<file path="config.mk">
export PLATFORM = sky130hd
export DESIGN_NAME = epoch_to_calendar_date
export DESIGN_NICKNAME = d
export VERILOG_FILES = /design/src/rtl/core/e2cd_pkg.sv /design/src/rtl/core/epoch_to_calendar_date.sv
export VERILOG_INCLUDE_DIRS = /design/src /design/src/rtl/core
export SDC_FILE = /design/constraint.sdc
export NUM_CORES = 1
export LEC_CHECK = 0
export BUFFER_PORTS_ARGS = -buffer_cell sky130_fd_sc_hd__buf_4
export CELL_PAD_IN_SITES_DETAIL_PLACEMENT = 1
export CELL_PAD_IN_SITES_GLOBAL_PLACEMENT = 1
export CORE_MARGIN = 2
export CORE_UTILIZATION = 37
export DETAILED_ROUTE_END_ITERATION = 6
export GPL_TIMING_DRIVEN = 0
export PLACE_DENSITY_LB_ADDON = 0.1
export SLEW_MARGIN = 30
export SYNTH_ARGS = -nofsm -noshare
export SYNTH_HDL_FRONTEND = slang
export SYNTH_SLANG_ARGS = --single-unit
</file>
<file path="constraint.sdc">
create_clock -name clk -period 9.8 [get_ports clk]
set_input_delay 1.96 -clock clk [delete_from_list [all_inputs] [get_ports clk]]
set_output_delay 1.96 -clock clk [all_outputs]
set_load 0.005 [all_outputs]
</file>
<file path="src/rtl/core/epoch_to_calendar_date_assert.svh">
// Assertion macros shared by the calendar conversion RTL.
`ifndef EPOCH_TO_CALENDAR_DATE_ASSERT_SVH
`define EPOCH_TO_CALENDAR_DATE_ASSERT_SVH

// Same-cycle implication, checked on every rising clock edge outside reset.
`define E2CD_ASSERT_NOW(label, ante, cons, msg) \
  label: assert property (@(posedge clk) disable iff (!rst_n) (ante) |-> (cons)) \
    else $error(msg);

// Next-cycle implication, checked on every rising clock edge outside reset.
`define E2CD_ASSERT_NEXT(label, ante, cons, msg) \
  label: assert property (@(posedge clk) disable iff (!rst_n) (ante) |=> (cons)) \
    else $error(msg);

`endif

</file>
<file path="src/rtl/core/e2cd_pkg.sv">
// Package with the types, constants and microcode table of the calendar converter.
package e2cd_pkg;

  localparam int unsigned STEP_W = 4;

  localparam logic [31:0] MAGIC_DIV60 = 32'h8888_8889;
  localparam logic [31:0] MAGIC_DIV24 = 32'hAAAA_AAAB;
  localparam int unsigned SHIFT_DIV60 = 37;
  localparam int unsigned SHIFT_DIV24 = 36;
  localparam logic [5:0]  DIVISOR_60 = 6'd60;
  localparam logic [5:0]  DIVISOR_24 = 6'd24;

  localparam logic [11:0] EPOCH_YEAR      = 12'd1970;
  localparam logic [1:0]  EPOCH_YEAR_MOD4 = 2'd2;
  localparam logic [6:0]  EPOCH_YEAR_MOD100 = 7'd70;
  localparam logic [8:0]  EPOCH_YEAR_MOD400 = 9'd370;
  localparam logic [6:0]  LAST_MOD100 = 7'd99;
  localparam logic [8:0]  LAST_MOD400 = 9'd399;
  localparam logic [8:0]  DAYS_LEAP_YEAR = 9'd366;
  localparam logic [8:0]  DAYS_COMMON_YEAR = 9'd365;
  localparam logic [3:0]  MONTH_JAN = 4'd1;
  localparam logic [3:0]  MONTH_DEC = 4'd12;
  localparam logic [11:0] LAST_YEAR = 12'd2106;

  typedef enum logic [0:0] {
    ST_IDLE,
    ST_RUN
  } state_t;

  typedef enum logic [2:0] {
    OP_MUL,
    OP_DIV,
    OP_YEAR,
    OP_MONTH,
    OP_DONE
  } op_t;

  typedef enum logic [0:0] {
    DSEL_60,
    DSEL_24
  } dsel_t;

  typedef enum logic [1:0] {
    DST_SEC,
    DST_MIN,
    DST_HOUR
  } dst_t;

  typedef struct packed {
    op_t               op;
    dsel_t             dsel;
    dst_t              dst;
    logic [STEP_W-1:0] tgt;
  } ctrl_t;

  localparam logic [STEP_W-1:0] STEP_YEAR  = STEP_W'(6);
  localparam logic [STEP_W-1:0] STEP_MONTH = STEP_W'(7);

  function automatic ctrl_t ucode_rom(input logic [STEP_W-1:0] step);
    ctrl_t cw;
    cw = '{op: OP_DONE, dsel: DSEL_60, dst: DST_SEC, tgt: '0};
    case (step)
      STEP_W'(0): cw = '{op: OP_MUL,   dsel: DSEL_60, dst: DST_SEC,  tgt: '0};
      STEP_W'(1): cw = '{op: OP_DIV,   dsel: DSEL_60, dst: DST_SEC,  tgt: '0};
      STEP_W'(2): cw = '{op: OP_MUL,   dsel: DSEL_60, dst: DST_MIN,  tgt: '0};
      STEP_W'(3): cw = '{op: OP_DIV,   dsel: DSEL_60, dst: DST_MIN,  tgt: '0};
      STEP_W'(4): cw = '{op: OP_MUL,   dsel: DSEL_24, dst: DST_HOUR, tgt: '0};
      STEP_W'(5): cw = '{op: OP_DIV,   dsel: DSEL_24, dst: DST_HOUR, tgt: '0};
      STEP_W'(6): cw = '{op: OP_YEAR,  dsel: DSEL_60, dst: DST_SEC,  tgt: STEP_YEAR};
      STEP_W'(7): cw = '{op: OP_MONTH, dsel: DSEL_60, dst: DST_SEC,  tgt: STEP_MONTH};
      default:    cw = '{op: OP_DONE,  dsel: DSEL_60, dst: DST_SEC,  tgt: '0};
    endcase
    return cw;
  endfunction

  function automatic logic [4:0] month_len(input logic [3:0] month, input logic leap);
    logic [4:0] len;
    case (month)
      4'd2:    len = leap ? 5'd29 : 5'd28;
      4'd4:    len = 5'd30;
      4'd6:    len = 5'd30;
      4'd9:    len = 5'd30;
      4'd11:   len = 5'd30;
      default: len = 5'd31;
    endcase
    return len;
  endfunction

endpackage

</file>
<file path="src/rtl/core/epoch_to_calendar_date.sv">
// Top level: microcoded converter from epoch seconds to calendar date and time.
//
//   Channel   Ports                          Handshake
//   input     in_epoch_seconds               start high while busy low
//   result    out_second_of_minute .. year   out_valid, one cycle, no stall
//
// An item walks 0 to 136 years and then 0 to 11 months by repeated subtraction
// between acceptance and the out_valid strobe.
// The year walk repeats one microcode step, which subtracts one year's length per pass.
// Reset returns the sequencer to idle; no result is pending after it.
// The receiver cannot stall; each result is shown for exactly one cycle.
`include "epoch_to_calendar_date_assert.svh"

module epoch_to_calendar_date (
  input  logic        clk,
  input  logic        rst_n,
  input  logic        start,
  output logic        busy,
  input  logic [31:0] in_epoch_seconds,
  output logic        out_valid,
  output logic [5:0]  out_second_of_minute,
  output logic [5:0]  out_minute_of_hour,
  output logic [4:0]  out_hour_of_day,
  output logic [4:0]  out_day_of_month,
  output logic [3:0]  out_month_of_year,
  output logic [11:0] out_calendar_year
);

  e2cd_pkg::state_t state_r, state_nxt;
  logic [e2cd_pkg::STEP_W-1:0] step_r, step_nxt;
  logic out_valid_r, out_valid_nxt;

  logic [31:0] acc_r, acc_nxt;
  logic [63:0] prod_r, prod_nxt;
  logic [5:0]  sec_r, sec_nxt;
  logic [5:0]  min_r, min_nxt;
  logic [4:0]  hour_r, hour_nxt;
  logic [4:0]  day_r, day_nxt;
  logic [3:0]  month_r, month_nxt;
  logic [11:0] year_r, year_nxt;
  logic [1:0]  ymod4_r, ymod4_nxt;
  logic [6:0]  ymod100_r, ymod100_nxt;
  logic [8:0]  ymod400_r, ymod400_nxt;

  e2cd_pkg::ctrl_t cw;
  logic [31:0] magic;
  logic [31:0] quo;
  logic [5:0]  divisor;
  logic [5:0]  rem;
  logic        leap;
  logic [8:0]  ylen;
  logic [4:0]  mlen;
  logic        accept;

  assign cw     = e2cd_pkg::ucode_rom(step_r);
  assign accept = start && (state_r == e2cd_pkg::ST_IDLE);
  assign leap   = (ymod4_r == 2'd0) &&
                  ((ymod100_r != 7'd0) || (ymod400_r == 9'd0));
  assign ylen   = leap ? e2cd_pkg::DAYS_LEAP_YEAR : e2cd_pkg::DAYS_COMMON_YEAR;
  assign mlen   = e2cd_pkg::month_len(month_r, leap);

  always_comb begin
    case (cw.dsel)
      e2cd_pkg::DSEL_24: begin
        magic   = e2cd_pkg::MAGIC_DIV24;
        quo     = 32'(prod_r >> e2cd_pkg::SHIFT_DIV24);
        divisor = e2cd_pkg::DIVISOR_24;
      end
      default: begin
        magic   = e2cd_pkg::MAGIC_DIV60;
        quo     = 32'(prod_r >> e2cd_pkg::SHIFT_DIV60);
        divisor = e2cd_pkg::DIVISOR_60;
      end
    endcase
    rem = 6'(acc_r - 32'(quo * {26'd0, divisor}));
  end

  always_comb begin
    state_nxt = state_r;
    case (state_r)
      e2cd_pkg::ST_IDLE: begin
        if (start) begin
          state_nxt = e2cd_pkg::ST_RUN;
        end
      end
      e2cd_pkg::ST_RUN: begin
        if (cw.op == e2cd_pkg::OP_DONE) begin
          state_nxt = e2cd_pkg::ST_IDLE;
        end
      end
      default: state_nxt = e2cd_pkg::ST_IDLE;
    endcase
  end

  always_comb begin
    case (state_r)
      e2cd_pkg::ST_RUN: busy = 1'b1;
      default:          busy = 1'b0;
    endcase
  end

  always_comb begin
    step_nxt      = step_r;
    out_valid_nxt = 1'b0;
    acc_nxt       = acc_r;
    prod_nxt      = prod_r;
    sec_nxt       = sec_r;
    min_nxt       = min_r;
    hour_nxt      = hour_r;
    day_nxt       = day_r;
    month_nxt     = month_r;
    year_nxt      = year_r;
    ymod4_nxt     = ymod4_r;
    ymod100_nxt   = ymod100_r;
    ymod400_nxt   = ymod400_r;
    if (state_r == e2cd_pkg::ST_IDLE) begin
      if (accept) begin
        acc_nxt  = in_epoch_seconds;
        step_nxt = '0;
      end
    end else begin
      case (cw.op)
        e2cd_pkg::OP_MUL: begin
          prod_nxt = {32'd0, acc_r} * {32'd0, magic};
          step_nxt = step_r + 1'b1;
        end
        e2cd_pkg::OP_DIV: begin
          acc_nxt = quo;
          case (cw.dst)
            e2cd_pkg::DST_MIN:  min_nxt = rem;
            e2cd_pkg::DST_HOUR: begin
              hour_nxt    = 5'(rem);
              year_nxt    = e2cd_pkg::EPOCH_YEAR;
              month_nxt   = e2cd_pkg::MONTH_JAN;
              ymod4_nxt   = e2cd_pkg::EPOCH_YEAR_MOD4;
              ymod100_nxt = e2cd_pkg::EPOCH_YEAR_MOD100;
              ymod400_nxt = e2cd_pkg::EPOCH_YEAR_MOD400;
            end
            default: sec_nxt = rem;
          endcase
          step_nxt = step_r + 1'b1;
        end
        e2cd_pkg::OP_YEAR: begin
          if (acc_r >= {23'd0, ylen}) begin
            acc_nxt     = acc_r - {23'd0, ylen};
            year_nxt    = year_r + 1'b1;
            ymod4_nxt   = ymod4_r + 1'b1;
            ymod100_nxt = (ymod100_r == e2cd_pkg::LAST_MOD100) ? 7'd0 : ymod100_r + 1'b1;
            ymod400_nxt = (ymod400_r == e2cd_pkg::LAST_MOD400) ? 9'd0 : ymod400_r + 1'b1;
            step_nxt    = cw.tgt;
          end else begin
            step_nxt = step_r + 1'b1;
          end
        end
        e2cd_pkg::OP_MONTH: begin
          if ((month_r != e2cd_pkg::MONTH_DEC) && (acc_r >= {27'd0, mlen})) begin
            acc_nxt   = acc_r - {27'd0, mlen};
            month_nxt = month_r + 1'b1;
            step_nxt  = cw.tgt;
          end else begin
            step_nxt = step_r + 1'b1;
          end
        end
        default: begin
          day_nxt       = 5'(acc_r) + 5'd1;
          out_valid_nxt = 1'b1;
          step_nxt      = '0;
        end
      endcase
    end
  end

  always_ff @(posedge clk) begin
    if (!rst_n) begin
      state_r     <= e2cd_pkg::ST_IDLE;
      step_r      <= '0;
      out_valid_r <= 1'b0;
    end else begin
      state_r     <= state_nxt;
      step_r      <= step_nxt;
      out_valid_r <= out_valid_nxt;
    end
  end

  always_ff @(posedge clk) begin
    acc_r     <= acc_nxt;
    prod_r    <= prod_nxt;
    sec_r     <= sec_nxt;
    min_r     <= min_nxt;
    hour_r    <= hour_nxt;
    day_r     <= day_nxt;
    month_r   <= month_nxt;
    year_r    <= year_nxt;
    ymod4_r   <= ymod4_nxt;
    ymod100_r <= ymod100_nxt;
    ymod400_r <= ymod400_nxt;
  end

  assign out_valid            = out_valid_r;
  assign out_second_of_minute = sec_r;
  assign out_minute_of_hour   = min_r;
  assign out_hour_of_day      = hour_r;
  assign out_day_of_month     = day_r;
  assign out_month_of_year    = month_r;
  assign out_calendar_year    = year_r;

  `E2CD_ASSERT_NEXT(a_start_sets_busy, start && !busy, busy && !out_valid,
    "Accepted transaction did not start the sequencer.")
  `E2CD_ASSERT_NOW(a_result_when_idle, out_valid, !busy,
    "Result strobe while the sequencer is still running.")
  `E2CD_ASSERT_NOW(a_time_in_range, out_valid,
    (out_second_of_minute < 6'd60) && (out_minute_of_hour < 6'd60) &&
    (out_hour_of_day < 5'd24), "Time of day out of range.")
  `E2CD_ASSERT_NOW(a_month_in_range, busy && (cw.op == e2cd_pkg::OP_MONTH),
    (month_r >= e2cd_pkg::MONTH_JAN) && (month_r <= e2cd_pkg::MONTH_DEC),
    "Month walk left the year.")
  `E2CD_ASSERT_NOW(a_year_in_range, busy && (cw.op == e2cd_pkg::OP_YEAR),
    year_r <= e2cd_pkg::LAST_YEAR, "Year walk ran past the last representable year.")

endmodule
</file>
==> impl_metrics.csv <==
group,metric,value,unit
worst_hold_path,min-delay-start,"ymod4_r[0]",
cells_and_area,drive_above_1_share,6.15,%
floorplanning,num_rows,95,
routing,drtIter0Drc,996,
floorplanning,fp.dieH,264,microns
global_routing,grt_max_degree,18,
setup_path,r2r_end,"prod_r[59]",
setup_path,critPathRequiredTime,10.06,ns
floorplanning,initial_core_util,37.3,%
setup_path,r2r_cells,26,
placement,post-dp-hpwl,77.0,mm
synthesis,synth_edf_count,116,
cells_and_area,syn2layout_area_growth,9.85,%
synthesis,async_reset_ff_share,0,%
synthesis,synthTopCellsByArea,"fa_1, ha_1, edfxtp_1",
setup_path,path_class,"reg2reg",
synthesis,netlist_instances,2637,
routing,routed_wl,86.3,mm
synthesis,synth_xor_xnor_area_share,5.34,%
setup_path,cp_max_fo,10,
timing,max_freq,106,MHz
synthesis,synth_nets,3453,
setup_path,cp-end-kind,"flop",
run,max_cap_violations,0,
setup_path,cp-start-kind,"flop",
timing,slew_headroom,34.6,%
outcome,status,"finished, final reports clean",
clocking,clock_latency,0.43,ns
routing,ant_nets,0,
placement,numPortBuffers,74,
global_routing,grt_pass1_vias,20500,
clocking,cts_made_buffers,17,
routing,vias,18600,
floorplanning,die_area,69900,sq um
timing,fin_crit,9.43,ns
timing,finalSetupViolations,0,
synthesis,yosysSeqAreaShare,14.8,%
synthesis,synth_ff_type,"edfxtp_1",
cells_and_area,diodes,0,
global_routing,grt_pass1_wl,131,mm
timing,finClkSkew,0.0127,ns
timing,rsz0062_at_grt,"no",
setup_path,r2r_start,"step_r[3]",
floorplanning,io_pins,75,
placement,placed_cell_area,26800,sq um
synthesis,post-synth-top-area-fraction,31.1,%
synthesis,yosys.area.top_type,"fa_1",
routing,vias_per_cell,5.13,
floorplanning,core_region_area,67200,sq um
cells_and_area,n_fill_cell,7679,
timing,timing.final.hold_violations,0,
synthesis,syn_area,25100,sq um
global_routing,antenna_found_initial,2,
worst_hold_path,hold_class,"reg2reg",
global_routing,overflow,0,
cells_and_area,post-route-cell-area,27600,sq um
synthesis,ys_ff_latch,127,
clocking,cts_max_path_buffers,2,
cells_and_area,fin_cells,3623,
clocking,clkTransAtPathRegs,0.06,ns
synthesis,synth-compound-area-share,8.05,%
worst_hold_path,whs_path_depth,1,
synthesis,synth_top_family_by_area,"adder cells",
routing,dr.pass1.iters,7,
setup_path,ff2ff_setup_slack,0.37,ns
synthesis,synthSimpleGateAreaFrac,9.06,%
worst_hold_path,hold_path_end,"ymod4_r[0]",
floorplanning,dieWidth,264,microns
synthesis,synth.area.mux_share,0.534,%
placement,gp_congestion,0.944,
synthesis,synth-adder-area-share,50.6,%
placement,dp.cells,3589,
setup_path,cp.arrival,9.68,ns
synthesis,ys.warnings.count,0,
clocking,cts_tree,"built",
global_routing,grtUsageTotal,25.3,%
routing,wl_per_cell,23.8,microns
timing,fin_crit_sh,96.2,%
routing,drc_errors,0,
clocking,htree_levels,4,
timing,worst_pin_slew,0.977,ns
synthesis,syn_avg_cell_area,9.51,sq um
clocking,root_buffer,"clkbuf_16",
synthesis,yosysUniqueCellTypes,75,
cells_and_area,nets,3554,
setup_path,startpoint,"step_r[3]",
timing,report.final.slew_viol_count,0,
clocking,cts.sinks,127,
[synth_stat cells (24+ instances only)]
| cell type | number |
|---|---|
| inv_1 | 715 |
| ha_1 | 391 |
| fa_1 | 390 |
| nand2_1 | 162 |
| nor2_1 | 133 |
| edfxtp_1 | 116 |
| xnor2_1 | 110 |
| a21oi_1 | 99 |
| o21ai_0 | 59 |
| xor2_1 | 43 |
| nand3_1 | 38 |
| clkbuf_1 | 37 |
| nor3_1 | 25 |
| a21o_1 | 24 |
[worst max-delay path: stages (launching register included)]
cell and delay, ns:
dfxtp_1 0.44, nor2b_4 0.23, clkbuf_4 0.30, buf_2 0.36, nand2_1 0.36, nor2_4 0.43
inv_1 0.13, fa_1 0.55, fa_1 0.54, fa_1 0.52, inv_1 0.05, fa_1 0.56
fa_1 0.58, fa_1 0.57, inv_1 0.06, fa_1 0.53, inv_1 0.04, ha_1 0.34
a21oi_2 0.27, o211ai_1 0.13, nor3_1 0.30, o211ai_1 0.31, a21oi_2 0.34, a22o_2 0.35
o221ai_1 0.29, a2111o_1 0.47, nand3_1 0.17
[state kept, by name, summed over array words and instances, names as in the netlist, 2 cells and up, named ones only]
name                  cells
out_hour_of_day           5
out_month_of_year         4
ymod100_r                 7
out_second_of_minute      6
ymod400_r                 9
out_calendar_year        12
prod_r                   28
acc_r                    32
out_minute_of_hour        6
step_r                    4
out_day_of_month          5
ymod4_r                   2
[area by class of cell]
class | count | area, sq um | share of cell area (%)
multi-input cells | 1741 | 18600 | 67.4
repair buffers | 82 | 656 | 2.38
flip-flops and latches | 127 | 3700 | 13.4
clock inverters | 14 | 168 | 0.609
clock buffers | 17 | 425 | 1.54
plain buffers | 50 | 233 | 0.845
well taps | 873 | 1090 | 3.96
inverters | 719 | 2700 | 9.80
[worst max-delay path by stage]
stage | endpoint | cells past startpoint
after CTS | prod_r[46] | 30
after global placement | prod_r[46] | 29
after detailed placement | prod_r[46] | 29
after floorplan | prod_r[53] | 29
final | prod_r[59] | 26
after global routing | prod_r[54] | 30
[cell families (layout without fill, tap and decap cells)]
group / count (synthesis) / after routing
mux: 13 / 13
fa+ha+maj: 781 / 781
compound gates: 310 / 310
simple gates: 484 / 484
xor+xnor: 153 / 153
buf+inv: 769 / 882
flops: 127 / 127
[cell usage in the layout (no fill, tap or decap), types with 5 or more instances in the layout]
| master | n |
|---|---|
| mux2i_1 | 10 |
| or3_1 | 8 |
| xor2_1 | 43 |
| o211ai_1 | 15 |
| o21ai_0 | 58 |
| buf_2 | 5 |
| o31ai_1 | 5 |
| a31oi_1 | 10 |
| a211oi_1 | 6 |
| clkbuf_1 | 35 |
| inv_1 | 715 |
| buf_4 | 82 |
| nand2_1 | 162 |
| or2_2 | 13 |
| nor4_1 | 8 |
| clkbuf_16 | 17 |
| and2_1 | 14 |
| dfxtp_1 | 11 |
| nand2b_1 | 9 |
| a311o_1 | 8 |
| o21bai_1 | 20 |
| a21o_1 | 24 |
| nor2b_1 | 11 |
| nor3_1 | 24 |
| ha_1 | 390 |
| nor2_1 | 132 |
| edfxtp_1 | 116 |
| xnor2_1 | 108 |
| o21a_1 | 8 |
| nand3_1 | 38 |
| and3_1 | 22 |
| fa_1 | 390 |
| nand4_1 | 15 |
| clkinvlp_4 | 5 |
| a21oi_1 | 96 |
[routing by layer]
layer	share of wire [%]	global-route usage, %	up-vias
li1	-	-	8562
met1	45	34.5	9611
met2	50	44.2	329
met3	2.9	1.98	68
met4	2.1	5.34	0
met5	0	0	-
[per-stage QoR]
step                setup TNS, ns  utilization, %  hold WS, ns  setup WS [ns]
finish                          0            41.0        0.562          0.375
global route                    0            41.0        0.573        0.00302
CTS                             0            41.0        0.559         0.0226
detailed placement         -42.38            40.0        0.551          -2.12
global placement           -43.24            39.8        0.544          -2.16
floorplan                       0               -        0.524           1.67
[timing repair]
action                                  4_1_cts  5_1_grt
hold buffers                                  0        0
cloned                                        0        0
setup buffers                                 1        2
endpoints found under the setup margin       28       17
pin swaps                                     1        1
resized for setup                            21        8
Power is not shown: default switching activity piles up to over one toggle a cycle in this logic, so the estimate is an artifact.
